==> config.mk <==
export PLATFORM = sky130hd
export DESIGN_NAME = bit_map_find_first
export DESIGN_NICKNAME = d
export VERILOG_FILES = /design/src/rtl/bmff_pkg.sv /design/src/rtl/bmff_cell.sv /design/src/rtl/bit_map_find_first.sv
export SDC_FILE = /design/constraint.sdc
export NUM_CORES = 2
export LEC_CHECK = 0
export BUFFER_PORTS_ARGS = -buffer_cell sky130_fd_sc_hd__buf_4
export CORE_MARGIN = 4
export CORE_UTILIZATION = 32
export CTS_BUF_LIST = sky130_fd_sc_hd__clkbuf_4
export DETAILED_ROUTE_END_ITERATION = 16
export GPL_TIMING_DRIVEN = 0
export PLACE_DENSITY = 0.49
export SETUP_SLACK_MARGIN = 0.05
export SYNTH_ARGS = -nofsm -noshare
export SYNTH_HDL_FRONTEND = slang
export SYNTH_SLANG_ARGS = --single-unit
==> constraint.sdc <==
create_clock -name clk_i -period 7.3 [get_ports clk_i]
set_input_delay 1.46 -clock clk_i [delete_from_list [all_inputs] [get_ports clk_i]]
set_output_delay 1.46 -clock clk_i [all_outputs]
set_load 0.005 [all_outputs]
==> src/rtl/bmff_pkg.sv <==
// Package for the bit map with find-first-set and find-first-clear.
// Holds command codes, the scan token type and shared helpers.
// No dependencies.
`default_nettype none

package bmff_pkg;

  // default size of the bit map
  localparam int MaxBitsDef = 256;

  // width of the bit count register
  localparam int CfgW = 9;

  // reset value of the bit count
  localparam logic [CfgW-1:0] BitCountRst = 9'd256;

  // command codes, the unused code acts as test
  localparam logic [1:0] CMD_SET  = 2'd0;
  localparam logic [1:0] CMD_CLR  = 2'd1;
  localparam logic [1:0] CMD_TEST = 2'd2;

  // payload widths
  localparam int InDataW  = 16;
  localparam int OutDataW = 24;

  // scan token handed from cell to cell
  typedef struct packed {
    logic       valid;
    logic       ok;
    logic [4:0] byte_sel;
    logic [2:0] bit_sel;
    logic       bit_value;
    logic       set_found;
    logic [7:0] first_set;
    logic       clear_found;
    logic [7:0] first_clear;
  } tok_t;

  // store update broadcast to all cells
  typedef struct packed {
    logic       we;
    logic       value;
    logic [4:0] byte_sel;
    logic [2:0] bit_sel;
  } upd_t;

  // position of the lowest one in a byte
  function automatic logic [2:0] lowest_one(input logic [7:0] bits);
    logic [2:0] pos;
    pos = 3'd0;
    for (int k = 7; k >= 0; k--) begin
      if (bits[k]) begin
        pos = 3'(k);
      end
    end
    return pos;
  endfunction

endpackage

`default_nettype wire

==> src/rtl/bmff_cell.sv <==
// One cell of the bit map chain: holds one byte of the store, applies
// updates and folds its byte into the passing scan token.
// Depends on bmff_pkg.
`default_nettype none

module bmff_cell
  import bmff_pkg::*;
#(
  parameter int MAX_BITS = MaxBitsDef,
  parameter int CELL_IDX = 0
) (
  input  wire logic                  clk_i,
  input  wire logic                  rst_ni,
  input  wire upd_t                  upd_i,
  input  wire logic [
    (($clog2(MAX_BITS+1) > CfgW) ? $clog2(MAX_BITS+1) : CfgW)-1:0] vb_i,
  input  wire tok_t                  tok_i,
  output tok_t                       tok_o
);

  localparam int VbW = $clog2(MAX_BITS + 1);
  localparam int CW  = (VbW > CfgW) ? VbW : CfgW;
  localparam logic [4:0] CellLo = 5'(CELL_IDX % 32);
  localparam bit Addressable = (CELL_IDX < 32);

  logic [7:0] byte_q, byte_d;
  tok_t       tok_q, tok_d;
  logic [7:0] mask;
  logic [7:0] set_bits, clr_bits;
  logic       upd_hit, tok_hit;

  // valid-bit mask for this byte
  always_comb begin
    for (int k = 0; k < 8; k++) begin
      mask[k] = (CW'(CELL_IDX * 8 + k) < vb_i);
    end
  end

  assign upd_hit = Addressable && (upd_i.byte_sel == CellLo);
  assign tok_hit = Addressable && (tok_i.byte_sel == CellLo);

  // store update
  always_comb begin
    byte_d = byte_q;
    if (upd_i.we && upd_hit) begin
      byte_d[upd_i.bit_sel] = upd_i.value;
    end
  end

  // fold this byte into the token
  assign set_bits = byte_q & mask;
  assign clr_bits = ~byte_q & mask;

  always_comb begin
    tok_d = tok_i;
    if (tok_i.ok && tok_hit) begin
      tok_d.bit_value = byte_q[tok_i.bit_sel];
    end
    if (!tok_i.set_found && (|set_bits)) begin
      tok_d.set_found = 1'b1;
      tok_d.first_set = {CellLo, lowest_one(set_bits)};
    end
    if (!tok_i.clear_found && (|clr_bits)) begin
      tok_d.clear_found = 1'b1;
      tok_d.first_clear = {CellLo, lowest_one(clr_bits)};
    end
  end

  always_ff @(posedge clk_i or negedge rst_ni) begin
    if (!rst_ni) begin
      byte_q <= '0;
      tok_q  <= '0;
    end else begin
      byte_q <= byte_d;
      tok_q  <= tok_d;
    end
  end

  assign tok_o = tok_q;

endmodule

`default_nettype wire

==> src/rtl/bit_map_find_first.sv <==
// Bit map with find-first-set and find-first-clear, built as a chain of
// byte cells. Depends on bmff_pkg and bmff_cell.
//
// Usage:
//   Input stream s_axis: each transfer carries a command (set, clear,
//   test) and a bit index. The bit is changed if the index is below the
//   bit count; the result reports whether the index was in range, the
//   addressed bit after the operation, and the lowest set and lowest
//   clear bit among the valid bits, each with a found flag.
//   Output stream m_axis: one result transfer per input transfer.
//   Configuration: cfg_we_i writes cfg_wdata_i into the bit count; write
//   it only while no item is in flight.
//   Timing: the update happens at the input transfer, then a scan token
//   is registered and passes through the register of every cell in turn
//   before the result is registered at the output. A new item is taken
//   only after the previous item's token has left the last cell.
//   Reset clears every bit of the map and sets the bit count to 256.
//   A stalled receiver: the result waits in the output register, a second
//   finished result waits in a skid register, and s_axis_tready stays low
//   until that register drains.
`default_nettype none

module bit_map_find_first
  import bmff_pkg::*;
#(
  parameter int MAX_BITS = MaxBitsDef
) (
  input  wire logic                clk_i,
  input  wire logic                rst_ni,
  // configuration
  input  wire logic                cfg_we_i,
  input  wire logic [CfgW-1:0]     cfg_wdata_i,
  // input stream
  input  wire logic                s_axis_tvalid,
  output logic                     s_axis_tready,
  // [1:0] cmd, [9:2] bit_index, [15:10] zero
  input  wire logic [InDataW-1:0]  s_axis_tdata,
  // output stream
  output logic                     m_axis_tvalid,
  input  wire logic                m_axis_tready,
  // [0] ok, [1] bit_value, [2] set_found, [10:3] first_set,
  // [11] clear_found, [19:12] first_clear, [23:20] zero
  output logic [OutDataW-1:0]      m_axis_tdata
);

  localparam int NumCells = (MAX_BITS + 7) / 8;
  localparam int VbW      = $clog2(MAX_BITS + 1);
  localparam int CW       = (VbW > CfgW) ? VbW : CfgW;

  logic [CfgW-1:0] bit_count_q;
  logic [CW-1:0]   bc_ext, vb;
  logic [1:0]      cmd;
  logic [7:0]      bit_index;
  logic            in_ok, in_xfer, out_free, arrive;
  upd_t            upd;
  tok_t            inj_q, inj_d;
  tok_t            chain [NumCells+1];
  tok_t            last_tok;
  logic            busy_q;
  logic            skid_v_q;
  tok_t            skid_q;
  logic            out_v_q;
  tok_t            out_q;

  // bit count register
  always_ff @(posedge clk_i or negedge rst_ni) begin
    if (!rst_ni) begin
      bit_count_q <= BitCountRst;
    end else if (cfg_we_i) begin
      bit_count_q <= cfg_wdata_i;
    end
  end

  // effective bit count, saturated to the map size
  assign bc_ext = CW'(bit_count_q);
  assign vb     = (bc_ext > CW'(MAX_BITS)) ? CW'(MAX_BITS) : bc_ext;

  // input decode
  assign cmd       = s_axis_tdata[1:0];
  assign bit_index = s_axis_tdata[9:2];
  assign in_ok     = (CW'(bit_index) < vb);
  assign s_axis_tready = !busy_q && !skid_v_q;
  assign in_xfer   = s_axis_tvalid && s_axis_tready;

  // store update broadcast
  always_comb begin
    upd.byte_sel = bit_index[7:3];
    upd.bit_sel  = bit_index[2:0];
    upd.value    = 1'b0;
    upd.we       = 1'b0;
    unique case (cmd)
      CMD_SET: begin
        upd.value = 1'b1;
        upd.we    = in_xfer && in_ok;
      end
      CMD_CLR: begin
        upd.we    = in_xfer && in_ok;
      end
      default: begin
        upd.we    = 1'b0;
      end
    endcase
  end

  // scan token, registered and launched in the cycle after the transfer
  always_comb begin
    inj_d             = '0;
    inj_d.valid       = in_xfer;
    inj_d.ok          = in_ok;
    inj_d.byte_sel    = bit_index[7:3];
    inj_d.bit_sel     = bit_index[2:0];
  end

  always_ff @(posedge clk_i or negedge rst_ni) begin
    if (!rst_ni) begin
      inj_q <= '0;
    end else begin
      inj_q <= inj_d;
    end
  end

  assign chain[0] = inj_q;

  // chain of byte cells
  for (genvar g = 0; g < NumCells; g++) begin : g_cell
    bmff_cell #(
      .MAX_BITS (MAX_BITS),
      .CELL_IDX (g)
    ) u_cell (
      .clk_i  (clk_i),
      .rst_ni (rst_ni),
      .upd_i  (upd),
      .vb_i   (vb),
      .tok_i  (chain[g]),
      .tok_o  (chain[g+1])
    );
  end

  assign last_tok = chain[NumCells];
  assign arrive   = last_tok.valid;
  assign out_free = !out_v_q || m_axis_tready;

  // item in flight
  always_ff @(posedge clk_i or negedge rst_ni) begin
    if (!rst_ni) begin
      busy_q <= 1'b0;
    end else if (in_xfer) begin
      busy_q <= 1'b1;
    end else if (arrive) begin
      busy_q <= 1'b0;
    end
  end

  // output register and skid register
  always_ff @(posedge clk_i or negedge rst_ni) begin
    if (!rst_ni) begin
      out_v_q  <= 1'b0;
      skid_v_q <= 1'b0;
    end else begin
      if (out_free) begin
        if (skid_v_q) begin
          out_v_q  <= 1'b1;
          skid_v_q <= 1'b0;
        end else begin
          out_v_q  <= arrive;
        end
      end else if (arrive) begin
        skid_v_q <= 1'b1;
      end
    end
  end

  always_ff @(posedge clk_i) begin
    if (out_free) begin
      if (skid_v_q) begin
        out_q <= skid_q;
      end else if (arrive) begin
        out_q <= last_tok;
      end
    end else if (arrive) begin
      skid_q <= last_tok;
    end
  end

  // result packing
  assign m_axis_tvalid = out_v_q;
  assign m_axis_tdata  = {4'd0, out_q.first_clear, out_q.clear_found, out_q.first_set,
                          out_q.set_found, out_q.ok & out_q.bit_value, out_q.ok};

endmodule

`default_nettype wire
### Word-level counts from Yosys, hierarchy flattened

Cells that the tools add are included.

* add/sub/neg operators: 0
* multiply operators: 0
* divide/modulo/power cells: 0
* $lt $le $gt $ge: 292
* equal/unequal tests: 63
* shift operators: 0
* muxes and demuxes: 716
* bitwise gates (word level): 98
* reductions and logical operators: 269

Operators by type and width (number)
* 3-bit two-way mux: 512
* 8-bit by 9-bit less-than comparator with 1-bit output, first input constant: 128
* 9-bit two-way mux: 65
* 7-bit by 9-bit less-than comparator with 1-bit output, first input constant: 64
* 8-bit bitwise AND: 64
* 8-bit OR reduction: 64
* 6-bit by 9-bit less-than comparator with 1-bit output, first input constant: 32
* 8-bit bitwise mux: 32
* 8-bit NOT: 32
* 5-bit equality test, second input constant: 32
* 5-bit by 9-bit less-than comparator with 1-bit output, first input constant: 16
* 3-bit by 4-bit less-than comparator with 1-bit output, second input constant: 33
* 1-bit logical AND: 130
* 1-bit binary-select mux with 3-bit select: 32
* 5-bit by 4-bit equality test with 1-bit output, second input constant: 16
* 4-bit by 9-bit less-than comparator with 1-bit output, first input constant: 8
* 1-bit two-way mux: 72
* 1-bit zero test: 65
* 28-bit two-way mux: 2
* 5-bit by 3-bit equality test with 1-bit output, second input constant: 8
* 3-bit by 9-bit less-than comparator with 1-bit output, first input constant: 4
* 5-bit by 2-bit equality test with 1-bit output, second input constant: 4
* 1-bit by 9-bit less-than comparator with 1-bit output, first input constant: 2
* 2-bit by 9-bit less-than comparator with 1-bit output, first input constant: 2
* other kinds (14): 19

* bits in registers: 1254
* latch bits: 0
* memory bits (writable): 0
* memory bits (read-only): 0
* bits of input ports: 30
* word-level logic and storage cells: 1780
* memories kept: 0

### Depth between registers and ports, before layout

* word-level depth: 13
* mapped depth: 16
* depth with buffers taken out: 9

### Modules after synthesis

From an unflattened synthesis, not the netlist that was laid out.

* cell total of the unflattened synthesis: 5225
* area total of the unflattened synthesis: 60420.4 sq um

By module, submodules not included
* bit_map_find_first: instances 1, cells each 168, area an instance 2611.3 sq um
* bmff_cell (g_cell[4].u_cell): instances 1, cells each 165, area an instance 1924.3 sq um
* bmff_cell (g_cell[8].u_cell): instances 1, cells each 155, area an instance 1871.8 sq um
* bmff_cell (g_cell[10].u_cell): instances 1, cells each 164, area an instance 1870.5 sq um
* bmff_cell (g_cell[19].u_cell): instances 1, cells each 169, area an instance 1863.0 sq um
* bmff_cell (g_cell[3].u_cell): instances 1, cells each 164, area an instance 1855.5 sq um
* bmff_cell (g_cell[31].u_cell): instances 1, cells each 170, area an instance 1838.0 sq um
* bmff_cell (g_cell[6].u_cell): instances 1, cells each 161, area an instance 1836.8 sq um
* bmff_cell (g_cell[29].u_cell): instances 1, cells each 157, area an instance 1834.3 sq um
* bmff_cell (g_cell[28].u_cell): instances 1, cells each 161, area an instance 1831.8 sq um
* bmff_cell (g_cell[12].u_cell): instances 1, cells each 161, area an instance 1828.0 sq um
* bmff_cell (g_cell[27].u_cell): instances 1, cells each 154, area an instance 1824.2 sq um
* bmff_cell (g_cell[1].u_cell): instances 1, cells each 155, area an instance 1823.0 sq um
* bmff_cell (g_cell[17].u_cell): instances 1, cells each 155, area an instance 1820.5 sq um
* 19 more rows

### Least setup slack after synthesis

OpenSTA, ideal clock, no wires.

* path kind: input to register
* start point: in s_axis_tdata[9]
* end point: reg g_cell[1].u_cell.byte_q[6]
* setup time: 0.125 ns
* arrival: 3.455 ns
* path slack: 3.720 ns
* stages: 8
* cell sequence: ha_1 a2111o_1 nor2_1 nor3_1 clkbuf_1 buf_2 a2111oi_0 mux2_2

* cells in the longest elaborated chain, start to end: 4

Ends and longest elaborated chain
* from (decl): RTL line bit_map_find_first.sv:37 `input wire logic [InDataW-1:0] s_axis_tdata,`
* 8-bit by 9-bit less-than comparator with 1-bit output: RTL line bit_map_find_first.sv:81 `assign in_ok = (CW'(bit_index) < vb);`
* 1-bit logical AND: RTL line bit_map_find_first.sv:94, bit_map_find_first.sv:97
* 1-bit two-way mux
* 1-bit logical AND (*): RTL line bmff_cell.sv:45 `if (upd_i.we && upd_hit) begin`
* to (signal assigned): RTL line bmff_cell.sv:74 `byte_q <= byte_d;`
* to (decl): RTL line bmff_cell.sv:26 `logic [7:0] byte_q, byte_d;`

Mark *: on every way between the ends. The rest lies on a longest branch, timed or not.
A chain may end at the register's enable or synchronous reset.

### Worst setup path in the final report

* start point: reg bit_count_q[8] (netlist: bc_ext[8])
* end point: reg g_cell[31].u_cell.byte_q[3]

* cells in the longest elaborated chain, start to end: 6

Ends and longest elaborated chain
* from (decl): RTL line bit_map_find_first.sv:50 `logic [CfgW-1:0] bit_count_q;`
* from (signal assigned): RTL line bit_map_find_first.sv:68 `bit_count_q <= BitCountRst;`
* from (signal assigned): RTL line bit_map_find_first.sv:70 `bit_count_q <= cfg_wdata_i;`
* 9-bit greater-than comparator: RTL line bit_map_find_first.sv:76 `assign vb = (bc_ext > CW'(MAX_BITS)) ? CW'(MAX_BITS) : bc_ext;`
* 9-bit two-way mux (*): RTL line bit_map_find_first.sv:76
* 8-bit by 9-bit less-than comparator with 1-bit output (*): RTL line bit_map_find_first.sv:81
* 1-bit logical AND (*): RTL line bit_map_find_first.sv:94, bit_map_find_first.sv:97
* 1-bit two-way mux (*)
* 1-bit logical AND (*): RTL line bmff_cell.sv:45
* to (signal assigned): RTL line bmff_cell.sv:74
* to (decl): RTL line bmff_cell.sv:26

Marked as above.

==> metrics list <==
- Status: complete, but fails checks
- The final reports fail on max-capacitance violations, max-slew violations.
- Post-route cell area: 63430 sq um
- Die W: 423.9 um
- Achievable clock frequency: 0.1427 GHz
- Core footprint: 171700 sq um
* Max transition margin: -0.1352
- Detailed placement ended at an HPWL of 206.2 mm.
- Row generation in the floorplan step produced 152 rows.
- For this run, the number of Yosys warnings is 0.
- For this run, design rule violations remaining after detail routing come to 0.
- Worst-path cell with the longest stage delay: sky130_fd_sc_hd__clkbuf_1
- The most numerous cell type found on the critical path is sky130_fd_sc_hd__buf_2.
- IR analysis of the VDD net gives a maximum drop of 0.1707 mV.
* Max-cap violation count: 6
- Post-layout minimum cycle time: 7.007 ns
- After detailed routing, the number of vias per cell comes to 5.836.
* Setup_tns: 0 ns
* Maximum fanout encountered on the critical timing path: 10
- Floorplan die height: 423.9 um
* Most used DFF post-synth: sky130_fd_sc_hd__dfrtp_1
- Total of flip-flops plus latches after synthesis: 1176
* Cell-by-cell listing of the critical path: buf_2 > buf_4 > clkinv_1 > clkbuf_2 > clkbuf_1 > nand2_1 > ha_1 > a2111o_1 > nor2_1 > nor3_1 > clkbuf_1 > buf_2 > buf_2 > a21oi_1 > mux2_2
- Quantity of I/O buffers inserted on ports: 44
- Clock H-tree levels: 5
* Worst path max stage delay: 0.83 ns
- The initial utilization of the core area, before any placement, comes to 0.3222.
- Post-synthesis to final-layout area growth: 14.63%
- At the worst endpoint, the arrival time is 8.19 ns.
* Worst Setup Slack, final: 0.2928 ns
- After synthesis, the share of flip-flops with an asynchronous set or reset is 0.9660.
- Crit start category: flip-flop
- Before CTS, the worst setup slack after placement is 0.2476 ns.
- Routability-driven placement finished with a final weighted congestion of 1.030.
- Crit path required time: 8.49 ns
* Final cell utilization of the core: 0.3694
- Finish-stage setup viols: 0
- Maximum number of pins on one net before global-route repair: 175
- CTS Sinks: 1176
- For this run, the register share of the synthesized area comes to 0.5354.
- The first TritonRoute pass finished after 6 iterations.
- Buffers added to address setup during post-CTS repair amount to 0.
- The initial antenna violation count is 31.
* Insertion delay of the later-clocked pin in the worst-skew pair: 1.40 ns
- Routed vias: 46250
- Dividing the final minimum period by the clock period gives 0.9599.
- Initial drt markers: 5016
- Number of distinct standard cells referenced by the synthesized netlist: 115
* Global router's overall resource usage: 0.2909
- Bufs on Longest Clock Path: 4
- The first global-routing pass estimated 364.2 mm of wire.
- Clock root cell: sky130_fd_sc_hd__clkbuf_4
- The final layout contains 5409 nets.
- Ratio of cells with drive above 1 in the final layout: 0.2438
* Number of global-route vias before repair: 45720
- In the final routed layout, each cell accounts on average for 33.50 um.
* Type of the worst setup path: flip-flop to flip-flop
- Leakage power total: 0.02726 uW
- Min-Delay Path Class: flip-flop to flip-flop
- In this run the count of I/O pins placed on the die edge is 56.
- Number of buffers created by CTS: 339
- Crit path capture type: flip-flop
* Synth Cell Area: 55340 sq um
* Cell area after placement: 59300 sq um
* Number of buffer and inverter stages on the critical path: 8
- Fin. Hold Viols: 0
- Setup repair after global routing missed its margin: false
- Yosys mapped a number of flops with a built-in enable equal to 40.
* PD cells: 235.5 nW/um^2
* Post-Synthesis Cells: 4944
- Wires add up to 265.5 mm.
* Hold WS: 0.3074 ns
* Family of cells with the greatest summed delay on the critical path: buffers and inverters
* CTS clk-pin slew, worst paths: 0.06 ns
* Measured slew at the worst slew-check pin: 1.697 ns
* Final-report max-slew violation count: 29
- The die covers 179600 sq um.
- The detail route stage leaves a number of antenna-violating nets equal to 0.
- TritonCTS built the clock tree.
- The total overflow left after global routing is 0.
- Syn Area/Cell: 11.19 sq um
* Post-Route Skew: 0.1150 ns
path summary, 6_finish.rpt:
path,depth (start not counted),slack [ns],end,startpoint
min in group asynchronous,2,0.71,g_cell[13].u_cell.tok_o[28]$_DFF_PN0_,rst_ni
max reg2reg,15,0.29,g_cell[31].u_cell.byte_q[3]$_DFFE_PN0P_,bc_ext[8]$_DFFE_PN1P_
min reg2reg,0,0.31,g_cell[5].u_cell.tok_o[23]$_DFF_PN0_,g_cell[4].u_cell.tok_o[23]$_DFF_PN0_
max,15,0.29,g_cell[31].u_cell.byte_q[3]$_DFFE_PN0P_,bc_ext[8]$_DFFE_PN1P_
min,0,0.31,g_cell[5].u_cell.tok_o[23]$_DFF_PN0_,g_cell[4].u_cell.tok_o[23]$_DFF_PN0_
max in group asynchronous,5,4.12,g_cell[10].u_cell.tok_o[3]$_DFF_PN0_,rst_ni
stage by stage:
stage | cells | total power [uW]
after CTS | 7910 | 15070
final | 7926 | 14940
after global routing | 7919 | 15550
after floorplan | 4947 | 7829
after detailed placement | 7340 | 8941
after global placement | 7301 | 8886
Yosys cell counts (18+ instances only):
library cell                number  area, sq um
sky130_fd_sc_hd__nand3b_1       42        315.3
sky130_fd_sc_hd__buf_2         116        580.6
sky130_fd_sc_hd__o22ai_1        34        212.7
sky130_fd_sc_hd__mux4_2         64         1441
sky130_fd_sc_hd__nor3_1         68        340.3
sky130_fd_sc_hd__mux2i_1        51        510.5
sky130_fd_sc_hd__or3_1          45        281.5
sky130_fd_sc_hd__o211ai_1       30        225.2
sky130_fd_sc_hd__dfrtp_1      1135        28400
sky130_fd_sc_hd__edfxtp_1       40         1201
sky130_fd_sc_hd__or2_2         107        669.4
sky130_fd_sc_hd__inv_1         147        551.8
sky130_fd_sc_hd__nand4_1        21        131.4
sky130_fd_sc_hd__a2111oi_0      32        280.3
sky130_fd_sc_hd__o22a_1         73        639.4
sky130_fd_sc_hd__nand2b_1      104        650.6
sky130_fd_sc_hd__nand4b_1       18        157.7
sky130_fd_sc_hd__a22oi_1        40        300.3
sky130_fd_sc_hd__nor4_1         26        162.7
sky130_fd_sc_hd__nor2_1        278         1044
sky130_fd_sc_hd__o31ai_1        39        292.8
sky130_fd_sc_hd__nand2_1       298         1119
sky130_fd_sc_hd__nand3_1        71        355.3
sky130_fd_sc_hd__a31oi_1        66        412.9
sky130_fd_sc_hd__and2_1         82        513.0
sky130_fd_sc_hd__a211oi_1      202         1516
sky130_fd_sc_hd__a21o_1         35        262.8
sky130_fd_sc_hd__clkbuf_1      127        476.7
sky130_fd_sc_hd__o21bai_1       22        165.2
sky130_fd_sc_hd__nor2b_1        70        437.9
sky130_fd_sc_hd__mux2_2        320         3603
sky130_fd_sc_hd__a32oi_1        24        210.2
sky130_fd_sc_hd__a21boi_0       20        150.1
sky130_fd_sc_hd__buf_4          35        262.8
sky130_fd_sc_hd__a21oi_1       347         1737
sky130_fd_sc_hd__o21ai_0       218         1091
sky130_fd_sc_hd__o21a_1         28        210.2
sky130_fd_sc_hd__o32ai_1        28        245.2
sequential cells by signal, indices dropped and copies added, names as in the netlist:
signal                flops
bc_ext                    9
busy_q                    1
chain                    10
g_cell.u_cell.byte_q    256
g_cell.u_cell.tok_o     858
m_axis_tdata             19
m_axis_tvalid             1
out_q                     1
skid_q                   20
skid_v_q                  1
logic make-up (layout without fill, tap and decap cells):
kind of cell / after synthesis / after routing / synth area share
adders and majority gates: 7 / 7 / 0.001583
other: 1 / 20 / 0.00006777
AOI/OAI and AO/OA: 1514 / 1514 / 0.1915
and+or+nand+nor: 1351 / 1351 / 0.1325
DFF: 1176 / 1176 / 0.5354
buffers and inverters: 452 / 1105 / 0.03688
muxes: 443 / 443 / 0.1020
area by class of cell:
class / instances / area, sq um
Buffer: 301 / 1478
Clock inverter: 85 / 440.4
Clock buffer: 484 / 3633
Antenna cell: 16 / 40.04
Multi-Input combinational cell: 3319 / 23840
Fill cell: 17350 / 108300
Timing Repair Buffer: 84 / 913.4
Sequential cell: 1176 / 29630
Tap cell: 2310 / 2890
Inverter: 151 / 566.8
power by group:
| group | leakage, uW | internal, uW | switching, uW |
|---|---|---|---|
| logic | 0.00988 | 443 | 1640 |
| registers | 0.0149 | 6730 | 118 |
| clock network | 0.00246 | 3170 | 2840 |
what timing repair did:
action	in CTS	in global routing
endpoints found under the hold margin	72	0
setup endpoints to repair	0	2
hold buffers	1	0
gates resized for setup	0	3
placed cells by master (no fill, tap or decap), drive strengths merged, types with 40 or more instances in the layout:
cell type,synthesis,routed
a31oi,68,68
nand2b,104,104
nand2,298,298
and2,82,82
mux2i,51,51
a2111oi,46,46
dfrtp,1135,1135
or2,108,108
edfxtp,40,40
a211oi,204,204
a22oi,40,40
clkbuf,127,611
mux2,328,328
nand3,71,71
mux4,64,64
nor2,280,280
o21ai,238,238
nor3,74,74
clkinv,3,77
inv,148,155
o31ai,40,40
or3,46,46
nor2b,70,70
o22a,73,73
buf,174,256
a21oi,354,354
nand3b,42,42
metal layers:
layer,routed length (um),GRT usage,vias up
li1,-,-,19490
met4,21600,0.2058,16
met5,89,0,-
met1,108400,0.3737,23590
met3,22770,0.07709,734
met2,112600,0.4251,2430
Note: power is estimated with default switching activity, not from simulation.
